**src/rtl/core/ipru_pkg.sv**
```systemverilog
package ipru_pkg;

  // Sizes
  localparam int unsigned MaxWidthDef = 2048;
  localparam int unsigned ScaleW      = 7;
  localparam int unsigned CfgWidthW   = 12;
  localparam int unsigned CfgIdxW     = 1;
  localparam int unsigned CfgDataW    = 12;
  localparam int unsigned QueueDepth  = 2;

  localparam logic [ScaleW-1:0] ScaleLimit = 7'd100;

  // Register indexes
  localparam logic [CfgIdxW-1:0] CFG_SCALE = 1'b0;
  localparam logic [CfgIdxW-1:0] CFG_WIDTH = 1'b1;

  typedef enum logic {
    REQ_PUSH = 1'b0,
    REQ_PULL = 1'b1
  } req_e;

  typedef enum logic [1:0] {
    ST_EMIT      = 2'd0,
    ST_PUSHED    = 2'd1,
    ST_NOT_READY = 2'd2,
    ST_REJECTED  = 2'd3
  } status_e;

  typedef enum logic [1:0] {
    OP_NONE  = 2'd0,
    OP_WRITE = 2'd1,
    OP_READ  = 2'd2
  } mem_op_e;

  typedef struct packed {
    logic [7:0] red;
    logic [7:0] green;
    logic [7:0] blue;
  } pixel_t;

  typedef struct packed {
    req_e       req_type;
    logic [7:0] in_blue;
    logic [7:0] in_green;
    logic [7:0] in_red;
  } in_item_t;

  typedef struct packed {
    status_e    status;
    logic [7:0] out_blue;
    logic [7:0] out_green;
    logic [7:0] out_red;
    logic [1:0] pad_bytes;
    logic       row_end;
  } out_item_t;

  // Command handed from the classifier to the line store side
  typedef struct packed {
    mem_op_e    op;
    status_e    status;
    logic [1:0] pad_bytes;
    logic       row_end;
  } cmd_meta_t;

endpackage

```
**src/rtl/core/ipru_front.sv**
```systemverilog
module ipru_front #(
  parameter int unsigned MaxWidth = ipru_pkg::MaxWidthDef,
  localparam int unsigned AddrW   = (MaxWidth > 1) ? $clog2(MaxWidth) : 1
) (
  input  logic                            clk_i,
  input  logic                            rst_ni,
  input  logic                            cfg_we_i,
  input  logic [ipru_pkg::CfgIdxW-1:0]    cfg_idx_i,
  input  logic [ipru_pkg::CfgDataW-1:0]   cfg_data_i,
  input  logic                            in_valid_i,
  output logic                            in_ready_o,
  input  ipru_pkg::in_item_t              in_data_i,
  output logic                            cmd_valid_o,
  input  logic                            cmd_ready_i,
  output ipru_pkg::cmd_meta_t             cmd_meta_o,
  output logic [AddrW-1:0]                cmd_addr_o,
  output ipru_pkg::pixel_t                cmd_pixel_o
);
  import ipru_pkg::*;

  localparam int unsigned CntW = $clog2(MaxWidth + 1);
  localparam int unsigned CmpW = (CntW > CfgWidthW) ? CntW : CfgWidthW;

  logic [ScaleW-1:0]    scale_q;
  logic [CfgWidthW-1:0] width_q;
  logic [ScaleW-1:0]    eff_s;
  logic [CntW-1:0]      eff_w;
  logic [1:0]           w_lo;

  logic [CntW-1:0]   loaded_q, loaded_d;
  logic [AddrW-1:0]  rcol_q, rcol_d;
  logic [ScaleW-1:0] across_q, across_d, down_q, down_d;

  logic [AddrW-1:0]  col;
  logic [CntW-1:0]   col_next;
  logic [ScaleW-1:0] across_inc, down_inc;
  logic              accept;

  // Beats pass straight to the queue; the queue sets the pace
  assign cmd_valid_o = in_valid_i;
  assign in_ready_o  = cmd_ready_i;
  assign accept      = in_valid_i && cmd_ready_i;

  // Clamp the registers to their legal ranges
  always_comb begin
    if (scale_q == '0) begin
      eff_s = ScaleW'(1);
    end else if (scale_q > ScaleLimit) begin
      eff_s = ScaleLimit;
    end else begin
      eff_s = scale_q;
    end
    if (width_q == '0) begin
      eff_w = CntW'(1);
    end else if (CmpW'(width_q) > CmpW'(MaxWidth)) begin
      eff_w = CntW'(MaxWidth);
    end else begin
      eff_w = CntW'(width_q);
    end
  end

  assign w_lo       = 2'(eff_w);
  assign col        = (CntW'(rcol_q) < eff_w) ? rcol_q : AddrW'(eff_w - 1'b1);
  assign col_next   = CntW'(col) + 1'b1;
  assign across_inc = across_q + 1'b1;
  assign down_inc   = down_q + 1'b1;

  // Classify the beat and step the replay counters
  always_comb begin
    loaded_d    = loaded_q;
    rcol_d      = rcol_q;
    across_d    = across_q;
    down_d      = down_q;
    cmd_meta_o  = '{op: OP_NONE, status: ST_REJECTED, pad_bytes: 2'd0, row_end: 1'b0};
    cmd_addr_o  = loaded_q[AddrW-1:0];
    cmd_pixel_o = '{red: in_data_i.in_red, green: in_data_i.in_green,
                    blue: in_data_i.in_blue};
    if (in_data_i.req_type == REQ_PUSH) begin
      if (loaded_q < eff_w) begin
        cmd_meta_o.op     = OP_WRITE;
        cmd_meta_o.status = ST_PUSHED;
        loaded_d          = loaded_q + 1'b1;
      end
    end else if (loaded_q < eff_w) begin
      cmd_meta_o.status = ST_NOT_READY;
    end else begin
      cmd_meta_o.op     = OP_READ;
      cmd_meta_o.status = ST_EMIT;
      cmd_addr_o        = col;
      across_d          = across_inc;
      if (across_inc >= eff_s) begin
        across_d = '0;
        rcol_d   = col_next[AddrW-1:0];
        if (col_next >= eff_w) begin
          rcol_d = '0;
          // Row bytes are 3*w*s; pad to 4 is -(3*w*s) mod 4 = w*s mod 4
          cmd_meta_o.pad_bytes = 2'(w_lo * eff_s[1:0]);
          cmd_meta_o.row_end   = 1'b1;
          down_d               = down_inc;
          if (down_inc >= eff_s) begin
            down_d   = '0;
            loaded_d = '0;
          end
        end
      end
    end
  end

  // Counters move only on an accepted beat
  always_ff @(posedge clk_i or negedge rst_ni) begin
    if (!rst_ni) begin
      loaded_q <= '0;
      rcol_q   <= '0;
      across_q <= '0;
      down_q   <= '0;
    end else if (accept) begin
      loaded_q <= loaded_d;
      rcol_q   <= rcol_d;
      across_q <= across_d;
      down_q   <= down_d;
    end
  end

  // Configuration writes
  always_ff @(posedge clk_i or negedge rst_ni) begin
    if (!rst_ni) begin
      scale_q <= ScaleW'(1);
      width_q <= CfgWidthW'(1);
    end else if (cfg_we_i) begin
      case (cfg_idx_i)
        CFG_SCALE: scale_q <= cfg_data_i[ScaleW-1:0];
        CFG_WIDTH: width_q <= cfg_data_i[CfgWidthW-1:0];
        default:   ;
      endcase
    end
  end

endmodule

```
**config.mk**
```make
export PLATFORM = sky130hd
export DESIGN_NAME = ipru_front
export DESIGN_NICKNAME = d
export VERILOG_FILES = /design/src/rtl/core/ipru_pkg.sv /design/src/rtl/core/ipru_front.sv
export SDC_FILE = /design/constraint.sdc
export NUM_CORES = 1
export LEC_CHECK = 0
export BUFFER_PORTS_ARGS = -buffer_cell sky130_fd_sc_hd__buf_2
export CAP_MARGIN = 20
export CORE_ASPECT_RATIO = 1.1
export CORE_MARGIN = 2
export CORE_UTILIZATION = 30
export CTS_CLUSTER_DIAMETER = 200
export DETAILED_ROUTE_END_ITERATION = 8
export PLACE_DENSITY = 0.59
export SLEW_MARGIN = 10
export SYNTH_ARGS = -nofsm -noshare
export SYNTH_HDL_FRONTEND = slang
export SYNTH_SLANG_ARGS = --single-unit
```
**constraint.sdc**
```tcl
create_clock -name clk_i -period 7.9 [get_ports clk_i]
set_clock_uncertainty 0.05 [all_clocks]
set_input_delay 0.395 -clock clk_i [delete_from_list [all_inputs] [get_ports clk_i]]
set_output_delay 0.395 -clock clk_i [all_outputs]
set_load 0.1 [all_outputs]
```
### Word level (Yosys, flattened, before mapping)

Index checks and enable logic that the tools add are counted.
W data, S select, Z words.

* bits in registers: 56
* bits in latches: 0
* RAM bits: 0
* memory bits (read-only): 0
* input port bits: 43
* word-level logic and storage cells: 59
* memories kept: 0

* add/sub/neg operators: 5
* multiply operators: 1
* div/mod/pow operators: 0
* order comparisons: 7
* equality and inequality tests: 1
* shift operators: 0
* muxes and demuxes: 24
* bitwise gates (word level): 2
* reductions and logical operators: 13

Operators by type and width (count)
* $mux W12: 8
* $mux W11: 4
* $mux W7: 4
* $mux W3: 5
* $add A7 B1 Y7 const B: 2
* $ge A7 B7 Y1: 2
* $add A11 B1 Y12 const B: 1
* $add A12 B1 Y12 const B: 1
* $ge A12 B12 Y1: 1
* $gt A12 B12 Y1 const B: 1
* $logic_not A12 Y1: 1
* $lt A11 B12 Y1: 1
* $lt A12 B12 Y1: 1
* $sub A11 B1 Y11 const B: 1
* $reduce_bool A2 Y1: 4
* $gt A7 B7 Y1 const B: 1
* $logic_not A7 Y1: 1
* $reduce_and A6 Y1: 1
* $reduce_and A5 Y1: 1
* $mux W2: 2
* $mux W4: 1
* $reduce_and A2 Y1: 2
* $reduce_and A4 Y1: 1
* $reduce_and A3 Y1: 1
* other kinds (4): 5

### Longest topological paths before layout

* word-level depth: 11
* gate-level depth with buffers: 25
* depth with buffers taken out: 21

### Worst setup path before layout

No wires, ideal clock.

* path type: register to output
* from: register width_q[11]
* to: output cmd_meta_o[1] (netlist name)
* arrival: 6.656 ns
* required time: 7.455 ns
* setup slack: 0.799 ns
* stages on the path, launching flop included: 24
* path through: dfrtp_1 > clkbuf_1 > inv_1 > clkbuf_1 > nand2_1 > ha_1 > nand4b_1 > a2111oi_0 > a22oi_2 > nand2_2 > buf_2 > nor2_1 > a21oi_1 > ha_1 > mux4_2 > a311o_1 > ha_1 > nand2_1 > nor3_1 > a211oi_1 > nor2_1 > nand4_1 > inv_1 > and3_1

RTL lines
* start, declared: line ipru_front.sv:25 `logic [CfgWidthW-1:0] width_q;`
* start signal, assigned: line ipru_front.sv:128 `width_q <= CfgWidthW'(1);`
* start signal, assigned: line ipru_front.sv:132 `CFG_WIDTH: width_q <= cfg_data_i[CfgWidthW-1:0];`
* end, declared: line ipru_front.sv:15 `output ipru_pkg::cmd_meta_t cmd_meta_o,`

==> reports/metrics.cfg <==
[synthesis]
syn_area_per_cell_sq_um=8.74
synth_nets=675
synth-main-ff-cell=dfrtp_1
ys_types=71
async_flop_share_pct=100
synth-edff-count=0
syn_area_sq_um=5040
synth-seq-area-share_pct=27.8
synth_warnings=0
synth-seq-cells=56
synthCells=577

[drt]
vias=4473
drtAntennaViolNets=0
vias_per_cell=5.68
wl_per_cell_microns=18.9
drt_iter0_markers=297
dr.pass1.iters=5
routed_wirelength_microns=14900
drc=0

[setup_path]
r2r_slack_ns=0.93
cp_max_fo=17
cp-end-kind=output port
r2r_cells=20
timing.rr.end=loaded_q[9]
cp_data_required_time_ns=7.46
cp_data_arrival_time_ns=6.92
path_class=reg2out
worst_setup_path_start_kind=register
reg2reg_from=width_q[11]

[sta]
finalMaxSlewViolations=0
post-route-period-util_pct=93.2
rsz0062_at_grt=false
finalCriticalPeriod_ns=7.36
setup_viol=0
fmax_ghz=0.136
worst_slew_pin_slew_ns=0.731
setup_tns_ns=0
layout_setup_ws_ns=0.538
hold_violations=0
relSlewSlack_pct=50.0

[run_status]
status=completed

[global_routing]
grt_pass1_wl_microns=23500
antenna_found_initial=0
grt_pass1_vias=4330
grt_overflow=0
track_usage_pct=16.8
grt_max_degree=57

[cells_and_area]
drive_gt1_share_pct=15.8
area_growth_pct=6.72
insertedDiodeCount=0
multi_input_area_sq_um=3270
fin_nets=680
ff_latch_area_sq_um=1400
fill_cells=1727
final_area_sq_um=5380
instances_no_fill=787

[clock_network]
post_cts_buffers=0
cts_tree=built
root_buffer=clkbuf_16
ctsResizeCount=0
clkTransAtPathRegs_ns=0.07
cts_hold_buffers=0
cts_num_sinks=56
cts_buffers=5
cts_max_path_buffers=2
cts_max_level=2
worst_skew_pair.late_latency_ns=0.31

[power_and_ir_drop]
p_leak_uw=0.00248
peakVddDrop_mv=0.0855
p_total_uw=1130
cellPowerDensity_nw_per_um2=210

[place]
io_buffer_count=38
gp_congestion=1.01
dp_hpwl_microns=11800
pre_cts_ws_ns=0.983
place_area_sq_um=5240
dp.cells=779

[floorplanning]
io_pins=87
placeableCoreArea_sq_um=16400
dieArea_sq_um=17900
die_y_microns=140
row_count=49
die_x_microns=128
initial_core_util_pct=30.7

[worst_hold_path]
hp-class=in2async

[flow_run]
maxCapViolations=0

==> state kept, by name, summed over array words and instances (netlist names) <==
name	count
width_q	12
across_q	7
loaded_q	12
down_q	7
rcol_q	11
scale_q	7
==> cell usage after synthesis, types with 7 or more instances <==
master / n / area (sq um)
inv_1: 21 / 78.8
clkbuf_1: 13 / 48.8
nor3_1: 16 / 80.1
ha_1: 55 / 688
or3_1: 7 / 43.8
nand3_1: 25 / 125
o31ai_1: 8 / 60.1
xnor2_1: 12 / 105
mux2_2: 21 / 236
nand2_1: 67 / 251
and3_1: 9 / 56.3
xor2_1: 10 / 87.6
mux2i_1: 7 / 70.1
a22o_1: 11 / 96.3
nand4_1: 8 / 50.1
nor2_1: 37 / 139
buf_4: 26 / 195
a21o_1: 10 / 75.1
dfrtp_1: 54 / 1350
o21ai_0: 45 / 225
a21oi_1: 25 / 125
==> kinds of logic after synthesis <==
group,share of synthesized area (%)
AOI/OAI and AO/OA,21.9
xor gates and xnor gates,3.82
adders and majority gates,13.6
buffers and inverters,7.22
DFF,27.8
muxes,6.53
and+or+nand+nor,19.0
==> where the power goes <==
part           total, uW  internal, uW  switching [uW]
combinational        514           154             359
clock                229           119             110
sequential           386           320            66.3
total               1130           593             536
==> critical path: stages (launching register included) <==
cell	delay [ns]
dfrtp_1	0.56
inv_1	0.47
nand2_1	0.23
ha_1	0.36
nand3_1	0.09
a2111oi_0	0.66
a22oi_2	0.27
nand2_2	0.38
nor2_1	0.08
a21oi_1	0.27
ha_1	0.38
mux4_2	0.54
a311o_1	0.37
ha_1	0.28
nand2_1	0.04
nor3_1	0.17
a211oi_1	0.09
nor2_1	0.39
nand4_1	0.26
inv_1	0.12
and3_1	0.15
buf_2	0.42
==> worst max-delay path by stage <==
stage	start	to	slack, ns	cells after the start
floorplan	width_q[11]	cmd_meta_o[1]	0.80	23
global placement	width_q[11]	cmd_meta_o[1]	1.20	21
detailed placement	width_q[11]	cmd_meta_o[1]	0.98	21
CTS	width_q[11]	cmd_meta_o[1]	0.60	21
global route	width_q[11]	cmd_meta_o[1]	0.08	21
finish	width_q[11]	cmd_meta_o[1]	0.54	21
==> metrics by stage <==
stage / hold WS (ns) / utilization [%]
5_1_grt: 0.240 / 32.8
3_5_place_dp: 0.444 / 31.9
4_1_cts: 0.217 / 32.8
6_report: 0.175 / 32.8
3_3_place_gp: 0.436 / 31.9
2_1_floorplan: 0.0494 / -
==> final cells by class <==
cell class / instances / share of cell area [%]
clock buffers: 6 / 2.39
flip-flops and latches: 56 / 26.1
well taps: 204 / 4.74
clock inverters: 2 / 0.302
inverters: 22 / 1.53
multi-input cells: 455 / 60.8
repair buffers: 42 / 4.09
==> layer usage <==
layer	global-route usage [%]	wire, microns	part of all wire, %	vias up
li1	-	-	-	2121
met1	20.2	6080	41	2161
met2	30.2	7660	51	164
met3	2.94	755	5.1	27
met4	5.78	395	2.7	0
met5	0	0	0	-
==> cells in the final DEF (no fill, tap or decap), types with 3 or more instances in the layout <==
master     Yosys  routed
nor3b_1        3       3
xor2_1        10      10
a21o_1        10      10
o211ai_1       3       3
nand3_1       25      25
nor2_1        37      37
or3_1          7       7
nand2_1       67      67
a31oi_1        3       3
nand4_1        8       8
dfrtp_1       54      54
or2_2          5       5
mux2i_1        7       7
xnor2_1       12      12
a221o_1        3       3
or4_1          3       3
o41ai_1        4       4
mux2_2        21      21
inv_1         21      21
nor3_1        16      16
clkbuf_16      0       5
and3_1         9       9
buf_2          3      38
o21a_1         4       4
o22ai_1        3       3
a21oi_1       25      25
a211o_1        5       5
buf_4         26       4
nor4_1         3       3
o31ai_1        8       8
a22o_1        11      11
ha_1          55      55
o21ai_0       45      45
nand2b_1       3       3
No activity file was read; power rests on OpenSTA's default activity.
