<file path="src/rtl/core/ipru_pkg.sv">
package ipru_pkg;

  // Sizes
  localparam int unsigned MaxWidthDef = 2048;
  localparam int unsigned ScaleW      = 7;
  localparam int unsigned CfgWidthW   = 12;
  localparam int unsigned CfgIdxW     = 1;
  localparam int unsigned CfgDataW    = 12;
  localparam int unsigned QueueDepth  = 2;

  localparam logic [ScaleW-1:0] ScaleLimit = 7'd100;

  // Register indexes
  localparam logic [CfgIdxW-1:0] CFG_SCALE = 1'b0;
  localparam logic [CfgIdxW-1:0] CFG_WIDTH = 1'b1;

  typedef enum logic {
    REQ_PUSH = 1'b0,
    REQ_PULL = 1'b1
  } req_e;

  typedef enum logic [1:0] {
    ST_EMIT      = 2'd0,
    ST_PUSHED    = 2'd1,
    ST_NOT_READY = 2'd2,
    ST_REJECTED  = 2'd3
  } status_e;

  typedef enum logic [1:0] {
    OP_NONE  = 2'd0,
    OP_WRITE = 2'd1,
    OP_READ  = 2'd2
  } mem_op_e;

  typedef struct packed {
    logic [7:0] red;
    logic [7:0] green;
    logic [7:0] blue;
  } pixel_t;

  typedef struct packed {
    req_e       req_type;
    logic [7:0] in_blue;
    logic [7:0] in_green;
    logic [7:0] in_red;
  } in_item_t;

  typedef struct packed {
    status_e    status;
    logic [7:0] out_blue;
    logic [7:0] out_green;
    logic [7:0] out_red;
    logic [1:0] pad_bytes;
    logic       row_end;
  } out_item_t;

  // Command handed from the classifier to the line store side
  typedef struct packed {
    mem_op_e    op;
    status_e    status;
    logic [1:0] pad_bytes;
    logic       row_end;
  } cmd_meta_t;

endpackage

</file>
<file path="src/rtl/core/ipru_queue.sv">
module ipru_queue #(
  parameter int unsigned DataW = 32
) (
  input  logic             clk_i,
  input  logic             rst_ni,
  input  logic             in_valid_i,
  output logic             in_ready_o,
  input  logic [DataW-1:0] in_data_i,
  output logic             out_valid_o,
  input  logic             out_ready_i,
  output logic [DataW-1:0] out_data_o
);
  import ipru_pkg::*;

  localparam int unsigned PtrW = (QueueDepth > 1) ? $clog2(QueueDepth) : 1;
  localparam int unsigned CntW = $clog2(QueueDepth + 1);

  logic [DataW-1:0] slot_q [QueueDepth];
  logic [PtrW-1:0]  wr_q, wr_d, rd_q, rd_d;
  logic [CntW-1:0]  count_q, count_d;
  logic             push, pop;

  assign in_ready_o  = (count_q != CntW'(QueueDepth));
  assign out_valid_o = (count_q != '0);
  assign out_data_o  = slot_q[rd_q];

  assign push = in_valid_i && in_ready_o;
  assign pop  = out_valid_o && out_ready_i;

  // Advance pointers with wrap, track fill
  always_comb begin
    wr_d    = wr_q;
    rd_d    = rd_q;
    count_d = count_q;
    if (push) begin
      wr_d = (wr_q == PtrW'(QueueDepth - 1)) ? '0 : wr_q + 1'b1;
    end
    if (pop) begin
      rd_d = (rd_q == PtrW'(QueueDepth - 1)) ? '0 : rd_q + 1'b1;
    end
    case ({push, pop})
      2'b10:   count_d = count_q + 1'b1;
      2'b01:   count_d = count_q - 1'b1;
      default: count_d = count_q;
    endcase
  end

  always_ff @(posedge clk_i or negedge rst_ni) begin
    if (!rst_ni) begin
      wr_q    <= '0;
      rd_q    <= '0;
      count_q <= '0;
    end else begin
      wr_q    <= wr_d;
      rd_q    <= rd_d;
      count_q <= count_d;
    end
  end

  // Store the incoming beat
  always_ff @(posedge clk_i) begin
    if (push) begin
      slot_q[wr_q] <= in_data_i;
    end
  end

endmodule

</file>
<file path="config.mk">
export PLATFORM = sky130hd
export DESIGN_NAME = ipru_queue
export DESIGN_NICKNAME = d
export VERILOG_FILES = /design/src/rtl/core/ipru_pkg.sv /design/src/rtl/core/ipru_queue.sv
export SDC_FILE = /design/constraint.sdc
export NUM_CORES = 1
export LEC_CHECK = 0
export ABC_AREA = 0
export ABC_CLOCK_PERIOD_IN_PS = 2200
export BUFFER_PORTS_ARGS = -buffer_cell sky130_fd_sc_hd__buf_2
export CAP_MARGIN = 20
export CORE_UTILIZATION = 40
export DETAILED_ROUTE_END_ITERATION = 16
export GPL_TIMING_DRIVEN = 0
export HOLD_SLACK_MARGIN = 0.02
export PLACE_DENSITY = 0.68
export SKIP_CTS_REPAIR_TIMING = 1
export SLEW_MARGIN = 10
export SYNTH_ARGS = -nofsm -noshare
export SYNTH_HDL_FRONTEND = slang
export SYNTH_SLANG_ARGS = --single-unit
</file>
<file path="constraint.sdc">
create_clock -name clk_i -period 2.2 [get_ports clk_i]
set_input_delay 0.44 -clock clk_i [delete_from_list [all_inputs] [get_ports clk_i]]
set_output_delay 0.44 -clock clk_i [all_outputs]
set_load 0.01 [all_outputs]
</file>
### After elaboration in Yosys (flattened, before gate mapping)

Memory sizes are Yosys's and may differ from the RTL's.
Index checks and enable logic that the tools add are counted.

| word-level totals | value |
|---|---|
| register bits after elaboration | 4 |
| bits in latches | 0 |
| memory bits (writable) | 64 |
| ROM bits | 0 |
| input bits | 36 |
| output and inout port bits | 34 |
| logic and storage cells | 20 |
| memories kept | 1 |

Memories:

| name | words | width | rd ports | clocked after memory_dff | wr ports | line | RTL |
|---|---|---|---|---|---|---|---|
| slot_q | 2 | 32 | 1 | 0 | 1 | ipru_queue.sv:18 | `logic [DataW-1:0] slot_q [QueueDepth];` |

| cells by class | value |
|---|---|
| add/subtract/negate cells | 4 |
| $mul | 0 |
| divide/modulo/power cells | 0 |
| order comparisons | 0 |
| equality and inequality tests | 3 |
| shifts and indexed selects | 0 |
| mux-type cells | 5 |
| bitwise logic cells | 0 |
| reductions and logical operators | 4 |

Operator list:

| cell | count |
|---|---|
| two-way mux 1 bit | 4 |
| one-hot mux 2 bit (2 select lines) | 1 |
| nonzero test 2 bit | 2 |
| adder 1 bit (second input constant) | 2 |
| adder 2 x 1 -> 2 bit (second input constant) | 1 |
| == test 2 x 1 -> 1 bit (second input constant) | 1 |
| == test 2 bit (second input constant) | 1 |
| logical AND 1 bit | 2 |
| inequality test 2 bit (second input constant) | 1 |
| subtractor 2 x 1 -> 2 bit (second input constant) | 1 |

### Longest topological paths before layout

Gate-level depths: netlist (run 1).

| depth | value |
|---|---|
| depth after elaboration | 4 |
| depth in mapped cells | 6 |
| mapped depth without buffers | 6 |

### Least setup slack after synthesis (run 1)

No wires, ideal clock.

| timing | value |
|---|---|
| kind | register to register |
| from | reg count_q[0] |
| to | mem slot_q[0][0] (enable) |
| library setup time | 421 ps |
| data arrival time | 2061 ps |
| required time | 1779 ps |
| path slack | -282 ps |
| stages on the path, launching flop included | 4 |
| buffers on the path | 0 |
| clock period less this slack | 2482 ps |
| cells stage by stage | dfrtp_1 -> nand2b_1 -> nand2_1 -> nor2_1 |

| on the way | value |
|---|---|
| longest elaborated chain between the ends | 4 |

RTL lines:

| item | line | RTL |
|---|---|---|
| from (decl) | ipru_queue.sv:20 | `logic [CntW-1:0] count_q, count_d;` |
| from (signal assigned) | ipru_queue.sv:56 | `count_q <= count_d;` |
| inequality test 2 bit | ipru_queue.sv:23 | `assign in_ready_o = (count_q != CntW'(QueueDepth));` |
| named net in_ready_o | ipru_queue.sv:7 | `output logic in_ready_o,` |
| logical AND 1 bit | ipru_queue.sv:27 | `assign push = in_valid_i && in_ready_o;` |
| two-way mux 1 bit | ipru_queue.sv:62 | `if (push) begin` |
| two-way mux 1 bit (not written as such) | ipru_queue.sv:63 | `slot_q[wr_q] <= in_data_i;` |
| to (decl) | ipru_queue.sv:18 |  |

The timed path passes the listed nets, and every way through them passes these cells.

### Worst setup path in the final report (run 1)

| timing | value |
|---|---|
| from | reg rd_q |
| to | out out_data_o[16] |

| on the way | value |
|---|---|
| longest elaborated chain between the ends | 1 |

RTL lines:

| item | line | RTL |
|---|---|---|
| from (decl) | ipru_queue.sv:19 | `logic [PtrW-1:0] wr_q, wr_d, rd_q, rd_d;` |
| from (signal assigned) | ipru_queue.sv:55 | `rd_q <= rd_d;` |
| memory read (2 x 32 bit) | -- |  |
| to (decl) | ipru_queue.sv:11 | `output logic [DataW-1:0] out_data_o` |

Every way passes these cells.

==> metrics.md, run 1 <==
| Metric | Value |
|---|---|
| Combinational fraction of design power | `0.321` |
| # H-tree levels | `3` |
| Rows | `28` |
| Critical path endpoint category | `output port` |
| Die H | `between 80 and 90 um` |
| Worst path most repeated cell | `buf_6` |
| Nets@finish | `236` |
| LEAKAGE | `roughly 0.0012 uW` |
| WP buf/inv | `3` |
| Synth top area cells | `edfxtp_1 76%, mux2_2 13%, dfrtp_1 4.0%` |
| Clock power frac | `0.230` |
| Yosys top cell area share | `0.7619` |
| Startpoint Class | `register` |
| WL/cell | `around 15 um` |
| Seq cells post-synth | `just under 70` |
| Worst R2R Setup Slack | `0.53 ns` |
| Crit path largest cell delay | `roughly 0.35 ns` |
| Syn Inst Count | `~120` |
| Starting density of the core | `0.4211` |
| Seq/Total Area, Yosys | `0.8016` |
| Grt ovf | `0` |
| TNS Setup | `0 ns` |
| Worst-Margin Slew | `0.7685 ns` |
| Iter 0 DRT Violations | `80` |
| Cell chain of the critical path | `buf_6 > buf_6 > mux2_2 > buf_2` |
| P&R area growth vs syn | `26.54%` |
| # Max-Cap Violations | `0` |
| Crit-path max FO | `10` |
| Clk sinks | `slightly below 70` |
| Power Density | `1301 mW/mm^2` |
| Clock latency on the worst-skew pair | `0.33 ns` |
| Vias per Instance | `4.616` |
| CTS clock-pin slew for the worst setup and hold paths | `roughly 0.070 ns` |
| Net Sw Frac | `0.2883` |
| Status | `completed` |
| Final WL | `approximately 4.1 mm` |
| Final count of hold timing violations | `0` |
| Psw | `about 1200 uW` |
| Die width | `81.41 um` |
| Most common cell in the synthesized netlist | `edfxtp_1` |
| First-pass GRT wire length | `approximately 6.2 mm` |
| Post-synth top cells | `64 x edfxtp_1, 30 x mux2_2, 4 x buf_6, 4 x dfrtp_1, 3 x xnor2_1` |
| Period utilization | `0.8552` |
| Final core utilization | `0.5328` |
| Slew Limit Fails | `0` |
| Final min period | `between 1.5 and 2 ns` |
| Routed via count | `between 1000 and 1500` |
| Hold Path Class | `input pin to register` |
| Routability cong. | `0.6519` |
| Slowest-stage cell, CP | `mux2_2` |
| Achievable frequency | `around 530 MHz` |
| DRC Markers | `0` |
| Synth cell types | `14` |
| Synth Cell Area | `between 0.002 and 0.003 mm^2` |
| Pin count of the biggest net entering global routing | `33` |
| Io pins | `70` |
| Peak supply drop | `around 600 uV` |
| EDFF count, synth | `64` |
| CP Data Required Time | `1.76 ns` |
| TritonRoute pass-1 iters | `4` |
| Final HPWL DP | `about 2.7 mm` |
| Initial antenna violation count | `0` |
| Cts bufs inserted | `9` |
| IO Port Bufs | `between 60 and 70` |
| Critical path class | `register to output port` |
| Synth warn | `0` |
| Worst rel slew slack | `0.4877` |
| Clock Skew | `~0.0063 ns` |
| RSZ-0062 raised after global routing | `false` |
| FFs w/ async S/R, synth | `0.05882` |
| Gr usage total | `0.1352` |
| Synth Flop Type | `edfxtp_1` |
| Syn avg cell area | `about 22 um^2` |
| Full die area | `approximately 0.0066 mm^2` |
| Setup Viol. Count Final | `0` |
| TritonCTS clock tree | `done` |
| CP top delay family | `buffers and inverters` |
| Pwr Total | `4152 uW` |
| Leading area contributor after synthesis | `edfxtp_1` |
| Worst EP arrival | `around 1.4 ns` |
| Seq pwr share | `0.449` |
| Vias in the first global route | `1307` |
| Hold_ws | `approximately 0.30 ns` |
| Root buffer cell | `clkbuf_8` |
| Syn nets | `154` |
| Internal power | `approximately 3000 uW` |
| Share of layout cells above drive strength 1 | `0.5931` |
| Core Box Area | `~0.006 mm^2` |
| N_diodes | `0` |
| Final antenna-violating net count | `0` |
| CTS max path bufs | `2` |
| Fillers | `around 500` |
[power by group through the flow]
stage	registers (uW)	clock network, uW	logic, uW
finish	1860	953	1330
global route	1900	1050	1450
floorplan	1870	0	881
global placement	1880	0	1310
CTS	1870	990	1370
detailed placement	1890	0	1360
[logic make-up (layout without fill, tap and decap cells)]
family / Yosys count / in the layout / synth area share
XOR/XNOR: 5 / 5 / 0.01736
adder cells (fa/ha/maj): 1 / 1 / 0.004960
flip-flops: 68 / 68 / 0.8016
multiplexers: 32 / 32 / 0.1429
AND/OR/NAND/NOR: 7 / 7 / 0.01538
buffers and inverters: 4 / 91 / 0.01786
[routing by layer]
| metal | vias up | part of all wire | GRT usage |
|---|---|---|---|
| met1 | 620 | 0.43 | 0.1632 |
| met5 | - | 0 | 0 |
| met3 | 6 | 0.064 | 0.04889 |
| met2 | 45 | 0.48 | 0.2100 |
| li1 | 617 | - | - |
| met4 | 0 | 0.019 | 0.07500 |
[state kept, by name (all words and copies together) (netlist names)]
register and cells:
count_q 2, rd_q 1, wr_q 1, slot_q 64
[worst paths after layout]
check | start | endpoint | cells past startpoint
hold reg to reg | count_q[1]$_DFFE_PN0P_ | count_q[1]$_DFFE_PN0P_ | 1
hold / removal | in_data_i[14] | slot_q[1][14]$_DFFE_PP_ | 1
setup / recovery | rd_q$_DFFE_PN0P_ | out_data_o[16] | 4
min in group asynchronous | rst_ni | wr_q$_DFFE_PN0P_ | 2
setup reg to reg | count_q[0]$_DFFE_PN0P_ | slot_q[1][5]$_DFFE_PP_ | 2
max in group asynchronous | rst_ni | count_q[0]$_DFFE_PN0P_ | 2
[per-stage QoR]
stage / instances / cell area (um^2) / setup WS [ns]
global placement: 261 / 2964 / -0.2508
CTS: 278 / 3182 / 0.2810
floorplan: 117 / 2525 / 0.2427
detailed placement: 262 / 2998 / 0.5043
global route: 279 / 3192 / 0.2438
finish: 279 / 3192 / 0.3186
[placed cells by master, fill, tap and decap left out]
| master | count |
|---|---|
| and2_4 | 1 |
| mux2_2 | 30 |
| edfxtp_1 | 64 |
| buf_2 | 69 |
| buf_16 | 1 |
| ha_1 | 1 |
| xnor2_1 | 3 |
| clkbuf_1 | 2 |
| or2_1 | 1 |
| nor2_1 | 1 |
| nor2_4 | 1 |
| nand2_1 | 1 |
| mux2_1 | 2 |
| xor2_1 | 2 |
| dfrtp_1 | 4 |
| clkinv_2 | 3 |
| bufinv_16 | 1 |
| clkinvlp_4 | 1 |
| buf_6 | 4 |
| dlygate4sd3_1 | 1 |
| clkbuf_8 | 9 |
| nand2b_1 | 1 |
| and3_2 | 1 |
[area by class of cell]
type / instances / area, um^2 / share of cell area
Sequential cell: 68 / 2022 / 0.6335
Multi-Input combinational cell: 45 / 464.2 / 0.1454
Timing Repair Buffer: 71 / 382.9 / 0.1200
Clock buffer: 11 / 131.4 / 0.04116
Tap cell: 75 / 93.84 / 0.02940
Clock inverter: 5 / 52.55 / 0.01646
Buffer: 4 / 45.04 / 0.01411
No activity file was read; power rests on OpenSTA's default activity.
==> inputs of run 2 (changes only) <==
--- a/config.mk
+++ b/config.mk
@@ -5,7 +5,7 @@
 export SDC_FILE = /design/constraint.sdc
 export NUM_CORES = 1
 export LEC_CHECK = 0
-export ABC_AREA = 0
+export ABC_AREA = 1
 export ABC_CLOCK_PERIOD_IN_PS = 2200
 export BUFFER_PORTS_ARGS = -buffer_cell sky130_fd_sc_hd__buf_2
 export CAP_MARGIN = 20
==> run 2 against run 1 <==
  * Core utilization fell by 2.1 points
  * Via count rose by 26%
  * Total power increased by 0.65%
  * Final area increased by 1.3%
  * Largest cell class unchanged
  * Largest power group unchanged
  * Critical endpoint is now out_data_o[6]
  * Flip-flop and latch count did not move
==> metrics.md, run 2 <==
| Metric | Value |
|---|---|
| Status | `completed` |
| Largest reg by FF count | `slot_q` |
| Min-Delay Path Depth | `1` |
| Peak supply drop | `roughly 800 uV` |
| Hold Path Class | `input pin to register` |
| Final WS setup | `between 0.4 and 0.5 ns` |
| Clock latency on the worst-skew pair | `between 0.3 and 0.4 ns` |
| Placed Instances | `between 300 and 400` |
| Routability cong. | `between 0.6 and 0.7` |
| TritonCTS clock tree | `done` |
| HP Start | `in_data_i[20]` |
| First-pass GRT wire length | `between 6 and 7 mm` |
| Crit path largest cell delay | `0.37 ns` |
| Place WS | `0.4032 ns` |
| Power Density | `1292 mW/mm^2` |
| Rows | `29` |
| Vias per Instance | `4.511` |
| Met1 usage | `0.1575` |
| Reg-to-Reg Start | `count_q[0]$_DFFE_PN0P_` |
| CTS max path bufs | `2` |
| Seq/Total Area, Yosys | `0.7780` |
| Cell chain of the critical path | `buf_6 > inv_4 > buf_6 > nand2_1 > nand2_1 > buf_2` |
| Critical path class | `register to output port` |
| TritonRoute pass-1 iters | `4` |
| Largest family of logic cells by synthesized area | `simple AND/OR/NAND/NOR gates` |
| RSZ-0062 raised after global routing | `false` |
| Met2 global-route usage | `0.2355` |
| Hold Path Sink | `slot_q[1][20]$_DFFE_PP_` |
| Share of layout cells above drive strength 1 | `0.3357` |
| XOR/XNOR Fraction of Synth Area | `0.003370` |
| Critical path endpoint category | `output port` |
| Slowest-stage cell, CP | `dfrtp_1` |
| Synth cell types | `17` |
| Post-synth top cells | `103 x nand2_1, 64 x edfxtp_1, 5 x buf_6, 5 x inv_1, 4 x dfrtp_1` |
| Compound-cell area share of the yosys netlist | `0.001926` |
| Pin count of the biggest net entering global routing | `34` |
| Starting density of the core | `0.4116` |
| LEAKAGE | `approximately 0.0014 uW` |
| Iter 0 DRT Violations | `55` |
| Synth warn | `0` |
| Syn nets | `234` |
| P&R area growth vs syn | `24.46%` |
| Final HPWL DP | `2.943 mm` |
| Achievable frequency | `around 570 MHz` |
| Most common cell after layout, fill and taps aside | `nand2_1` |
| Routed via count | `~1600` |
| FFs w/ async S/R, synth | `0.05882` |
| Grt ovf | `0` |
| Most common cell in the synthesized netlist | `nand2_1` |
| # Max-Cap Violations | `0` |
| Io pins | `70` |
| Post-Synth Adder-Cell Area | `0.004815` |
| Root buffer cell | `clkbuf_8` |
| WP buf/inv | `4` |
| Final count of hold timing violations | `0` |
| Vias in the first global route | `1464` |
| N_diodes | `0` |
| Clock Skew | `about 0.0038 ns` |
| Max reg flops | `between 60 and 70` |
| Worst rel slew slack | `0.3613` |
| Seq cells post-synth | `~70` |
| Biggest registers after layout | `slot_q x64, count_q x2` |
| DRC Markers | `0` |
| Die width | `82.61 um` |
| WL/cell | `around 12 um` |
| CP Data Required Time | `1.76 ns` |
| Nets@finish | `316` |
| Period utilization | `0.8013` |
| Startpoint Class | `register` |
| Setup Viol. Count Final | `0` |
| Cts bufs inserted | `9` |
| Syn avg cell area | `roughly 13 um^2` |
| Slew Limit Fails | `0` |
| Final antenna-violating net count | `0` |
| Synth Flop Type | `edfxtp_1` |
| Gr usage total | `0.1422` |
| Worst EP arrival | `1.32 ns` |
| Synth top area cells | `edfxtp_1 74%, nand2_1 15%, dfrtp_1 3.9%` |
| Most frequent cells in the layout | `103 x nand2_1, 69 x buf_2, 64 x edfxtp_1, 9 x clkbuf_8` |
| GRT met3 Usage | `0.04835` |
| Initial antenna violation count | `0` |
| Clk sinks | `68` |
| Synth Area in Simple Gates | `0.1733` |
| CP top delay family | `buffers and inverters` |
| Core Box Area | `0.006314 mm^2` |
| Crit-path max FO | `10` |
| # H-tree levels | `3` |
| Synth Cell Area | `between 0.002 and 0.003 mm^2` |
| Worst-Margin Slew | `~0.96 ns` |
| Multiplexer share of the synthesized area | `0` |
| Leading area contributor after synthesis | `edfxtp_1` |
| CTS clock-pin slew for the worst setup and hold paths | `0.07 ns` |
| Yosys top cell area share | `0.7395` |
| Worst R2R Setup Slack | `~0.45 ns` |
| Full die area | `between 0.006 and 0.007 mm^2` |
| Layout Cells excl Fill | `360` |
| Grt peak-use layer | `met2` |
| Final WL | `between 4 and 5 mm` |
| Syn Inst Count | `roughly 200` |
| R2R depth | `4` |
| Reg2reg end | `slot_q[1][9]$_DFFE_PP_` |
| Die H | `slightly above 80 um` |
| Final min period | `~1.8 ns` |
| IO Port Bufs | `69` |
| EDFF count, synth | `between 60 and 70` |
-- run 2: how the worst max path moves through the flow --
| stage | cells past startpoint | startpoint | to | slack, ns |
|---|---|---|---|---|
| 2_1_floorplan | 4 | count_q[0]$_DFFE_PN0P_ | slot_q[0][0]$_DFFE_PP_ | 0.37 |
| 3_3_place_gp | 3 | in_valid_i | slot_q[0][17]$_DFFE_PP_ | -0.13 |
| 3_5_place_dp | 3 | in_valid_i | slot_q[1][30]$_DFFE_PP_ | 0.40 |
| 4_1_cts | 6 | rd_q$_DFFE_PN0P_ | out_data_o[2] | 0.40 |
| 5_1_grt | 4 | count_q[0]$_DFFE_PN0P_ | slot_q[1][4]$_DFFE_PP_ | 0.31 |
| 6_report | 6 | rd_q$_DFFE_PN0P_ | out_data_o[6] | 0.44 |
-- run 2: through the flow --
| step | hold slack (ns) | setup TNS [ns] | total power (uW) | area, um^2 | util |
|---|---|---|---|---|---|
| after global placement | 0.2535 | -4.064 | 3370 | 3043 | 0.4820 |
| after global routing | 0.2740 | 0 | 4501 | 3234 | 0.5123 |
| after CTS | -0.1173 | 0 | 4250 | 3224 | 0.5107 |
| final | 0.2900 | 0 | 4179 | 3234 | 0.5123 |
| after floorplan | 0.1444 | 0 | 2837 | 2601 | - |
| after detailed placement | 0.2520 | 0 | 3445 | 3075 | 0.4871 |
-- run 2: kinds of logic (layout without fill, tap and decap cells) --
| family | Yosys count | after routing |
|---|---|---|
| fa+ha+maj | 1 | 1 |
| simple gates | 112 | 112 |
| buf+inv | 14 | 100 |
| flops | 68 | 68 |
| xor+xnor | 1 | 1 |
| compound gates | 1 | 1 |
-- run 2: where the power goes --
group	internal, uW	switching, uW	total (uW)
clock	391	411	802
combinational	583	928	1510
sequential	1770	91.8	1870
-- run 2: worst register-to-register path: stages, from the launching register on --
cell and delay, ns:
dfrtp_1 0.40, inv_2 0.08, nand2_4 0.08, nand2_4 0.07, nor2_4 0.72
-- run 2: routing by layer --
layer	up-vias	part of all wire
met4	0	0.025
li1	821	-
met1	741	0.43
met3	11	0.055
met5	-	0
met2	51	0.49
-- run 2: final cells by class --
cell class / count / area (um^2)
repair buffers: 71 / 382.9
clock inverters: 4 / 17.52
inverters: 7 / 28.78
well taps: 77 / 96.34
multi-input cells: 115 / 484.2
flip-flops and latches: 68 / 2022
clock buffers: 11 / 131.4
plain buffers: 7 / 71.32
fillers: 567 / 3079
==> inputs of run 3 (changes only) <==
--- a/config.mk
+++ b/config.mk
@@ -5,15 +5,15 @@
 export SDC_FILE = /design/constraint.sdc
 export NUM_CORES = 1
 export LEC_CHECK = 0
-export ABC_AREA = 1
-export ABC_CLOCK_PERIOD_IN_PS = 2200
+export ABC_AREA = 0
+export ABC_CLOCK_PERIOD_IN_PS = 1740
 export BUFFER_PORTS_ARGS = -buffer_cell sky130_fd_sc_hd__buf_2
 export CAP_MARGIN = 20
 export CORE_UTILIZATION = 40
 export DETAILED_ROUTE_END_ITERATION = 16
 export GPL_TIMING_DRIVEN = 0
 export HOLD_SLACK_MARGIN = 0.02
-export PLACE_DENSITY = 0.68
+export PLACE_DENSITY = 0.66
 export SKIP_CTS_REPAIR_TIMING = 1
 export SLEW_MARGIN = 10
 export SYNTH_ARGS = -nofsm -noshare
==> constraint.sdc (replaced) <==
create_clock -name clk_i -period 1.74 [get_ports clk_i]
set_input_delay 0.348 -clock clk_i [delete_from_list [all_inputs] [get_ports clk_i]]
set_output_delay 0.348 -clock clk_i [all_outputs]
set_load 0.01 [all_outputs]
==> run 3 against run 2 <==
  * The flow now finishes with violations (negative setup slack)
  * Clock power up 31%
  * Count of clock-buffer cells in the layout unchanged
  * Sequential power up 27%
  * Largest cell class unchanged
==> metrics.md, run 3 (same netlist as run 1, synthesis figures left out) <==
| Metric | Value |
|---|---|
| Final WL | `4.486 mm` |
| Initial antenna violation count | `0` |
| Cell chain of the critical path | `buf_6 > buf_8 > mux2_2 > buf_6` |
| LEAKAGE | `0.001253 uW` |
| Die width | `between 80 and 90 um` |
| DRC Markers | `0` |
| Clock Skew | `0.007427 ns` |
| Max reg flops | `64` |
| Internal power | `a little under 4000 uW` |
| Hold Path Sink | `slot_q[1][26]$_DFFE_PP_` |
| Critical path class | `register to output port` |
| IO Port Bufs | `69` |
| TritonRoute pass-1 iters | `4` |
| Io pins | `70` |
| Routed via count | `~1300` |
| Core Box Area | `between 0.005 and 0.006 mm^2` |
| CP top delay family | `buffers and inverters` |
| RSZ-0062 raised after global routing | `true` |
| Final Instance Area | `around 0.0033 mm^2` |
| HP Start | `in_data_i[26]` |
| Period utilization | `1.017` |
| Final antenna-violating net count | `0` |
| Most frequent cells in the layout | `64 x edfxtp_1, 50 x buf_2, 30 x mux2_2, 20 x buf_6, 9 x clkbuf_8` |
| Hold Path Class | `input pin to register` |
| Final count of hold timing violations | `0` |
| Die H | `a little over 80 um` |
| # Max-Cap Violations | `0` |
| Starting density of the core | `0.4211` |
| # H-tree levels | `3` |
| Net Sw Frac | `0.2943` |
| Final min period | `approximately 1.8 ns` |
| Worst EP arrival | `between 1 and 1.5 ns` |
| Combinational fraction of design power | `0.375` |
| Reg2reg end | `slot_q[0][31]$_DFFE_PP_` |
| Clk sinks | `slightly below 70` |
| Gr usage total | `0.1428` |
| Placed instance area | `0.002970 mm^2` |
| CTS max path bufs | `2` |
| Iter 0 DRT Violations | `just under 60` |
| Achievable frequency | `between 500 and 600 MHz` |
| Root buffer cell | `clkbuf_8` |
| WL/cell | `roughly 16 um` |
| Psw | `roughly 1600 uW` |
| Nets@finish | `roughly 240` |
| Reg-to-Reg Start | `count_q[0]$_DFFE_PN0P_` |
| Final HPWL DP | `about 2.9 mm` |
| Min-Delay Path Depth | `1` |
| Largest reg by FF count | `slot_q` |
| Worst R2R Setup Slack | `0.17 ns` |
| Setup Viol. Count Final | `25` |
| Critical path endpoint category | `output port` |
| TritonCTS clock tree | `done` |
| Power Density | `approximately 1600 mW/mm^2` |
| Slew Limit Fails | `0` |
| Status | `complete, but fails checks` |
| Worst rel slew slack | `0.6456` |
| Seq pwr share | `0.434` |
| Vias in the first global route | `1418` |
| Fillers | `479` |
| N_diodes | `0` |
| WP buf/inv | `3` |
| Slowest-stage cell, CP | `mux2_2` |
| Cts bufs inserted | `9` |
| Failing checks | `negative setup slack` |
| Clock latency on the worst-skew pair | `around 0.33 ns` |
| Startpoint Class | `register` |
| First-pass GRT wire length | `around 6.5 mm` |
| Peak supply drop | `~1000 uV` |
| Routability cong. | `approximately 0.62` |
| Crit path largest cell delay | `~0.36 ns` |
| R2R depth | `3` |
| Crit-path max FO | `10` |
| Most common cell after layout, fill and taps aside | `edfxtp_1` |
| Pin count of the biggest net entering global routing | `33` |
| Worst-Margin Slew | `~0.53 ns` |
| Rows | `28` |
| Place WS | `-0.1713 ns` |
| Final WS setup | `-0.02905 ns` |
| Share of layout cells above drive strength 1 | `0.5942` |
| P&R area growth vs syn | `31.75%` |
| Worst path most repeated cell | `buf_6` |
| Vias per Instance | `4.723` |
| CTS clock-pin slew for the worst setup and hold paths | `roughly 0.070 ns` |
| Biggest registers after layout | `slot_q x64, count_q x2` |
| TNS Setup | `-0.2631 ns` |
| CP Data Required Time | `1.39 ns` |
| Clock power frac | `0.191` |
| Grt ovf | `0` |
| Full die area | `approximately 0.0066 mm^2` |
run 3: cell count changes in the layout (fill, tap and decap cells not counted), moves of 2 or more:
cell     before  now
nand2_4       2    0
buf_8         0    3
mux2_1        0    2
inv_1         5    0
nand3_1       2    0
xor2_1        0    2
xnor2_1       1    3
mux2_2        0   30
buf_6         5   20
nand2_1     103    0
buf_2        69   50
run 3: how the worst max path moves through the flow:
stage                                       from                 endpoint  slack [ns]  cells after the start
after global placement    count_q[0]$_DFFE_PN0P_  slot_q[0][30]$_DFFE_PP_       -0.03                      3
after global routing            rd_q$_DFFE_PN0P_           out_data_o[28]       -0.08                      4
after floorplan           count_q[0]$_DFFE_PN0P_   slot_q[0][0]$_DFFE_PP_        0.12                      3
after detailed placement  count_q[0]$_DFFE_PN0P_   slot_q[0][0]$_DFFE_PP_       -0.17                      3
after CTS                 count_q[0]$_DFFE_PN0P_  slot_q[0][17]$_DFFE_PP_       -0.18                      3
final                           rd_q$_DFFE_PN0P_           out_data_o[15]       -0.03                      4
run 3: stage by stage:
step	util	power, uW	instances	hold WS [ns]
floorplan	-	3480	117	0.05241
global placement	0.4958	3997	261	0.1541
detailed placement	0.4958	4084	261	0.1580
CTS	0.5226	5151	277	-0.2092
global route	0.5547	5772	282	0.1809
finish	0.5547	5478	282	0.2028
run 3: power by group through the flow:
stage	clock network, uW	logic, uW	registers (uW)
after floorplan	0	1120	2360
after global placement	0	1620	2370
after detailed placement	0	1680	2410
after CTS	1090	1690	2380
after global routing	1170	2200	2410
final	1050	2050	2380
run 3: per-layer routing:
layer	global-route usage	vias to the layer above	wire length [um]
li1	-	624	-
met1	0.1473	648	1709
met2	0.2475	58	2455
met3	0.04778	2	302
met4	0.09107	0	19
met5	0	-	0
run 3: final cells by class:
| type | count | area, um^2 | area share |
|---|---|---|---|
| Timing Repair Buffer | 73 | 509.2 | 0.1532 |
| Tap cell | 75 | 93.84 | 0.02824 |
| Multi-Input combinational cell | 46 | 481.7 | 0.1450 |
| Clock inverter | 5 | 28.78 | 0.008660 |
| Sequential cell | 68 | 2022 | 0.6084 |
| Clock buffer | 11 | 131.4 | 0.03953 |
| Buffer | 4 | 56.30 | 0.01694 |
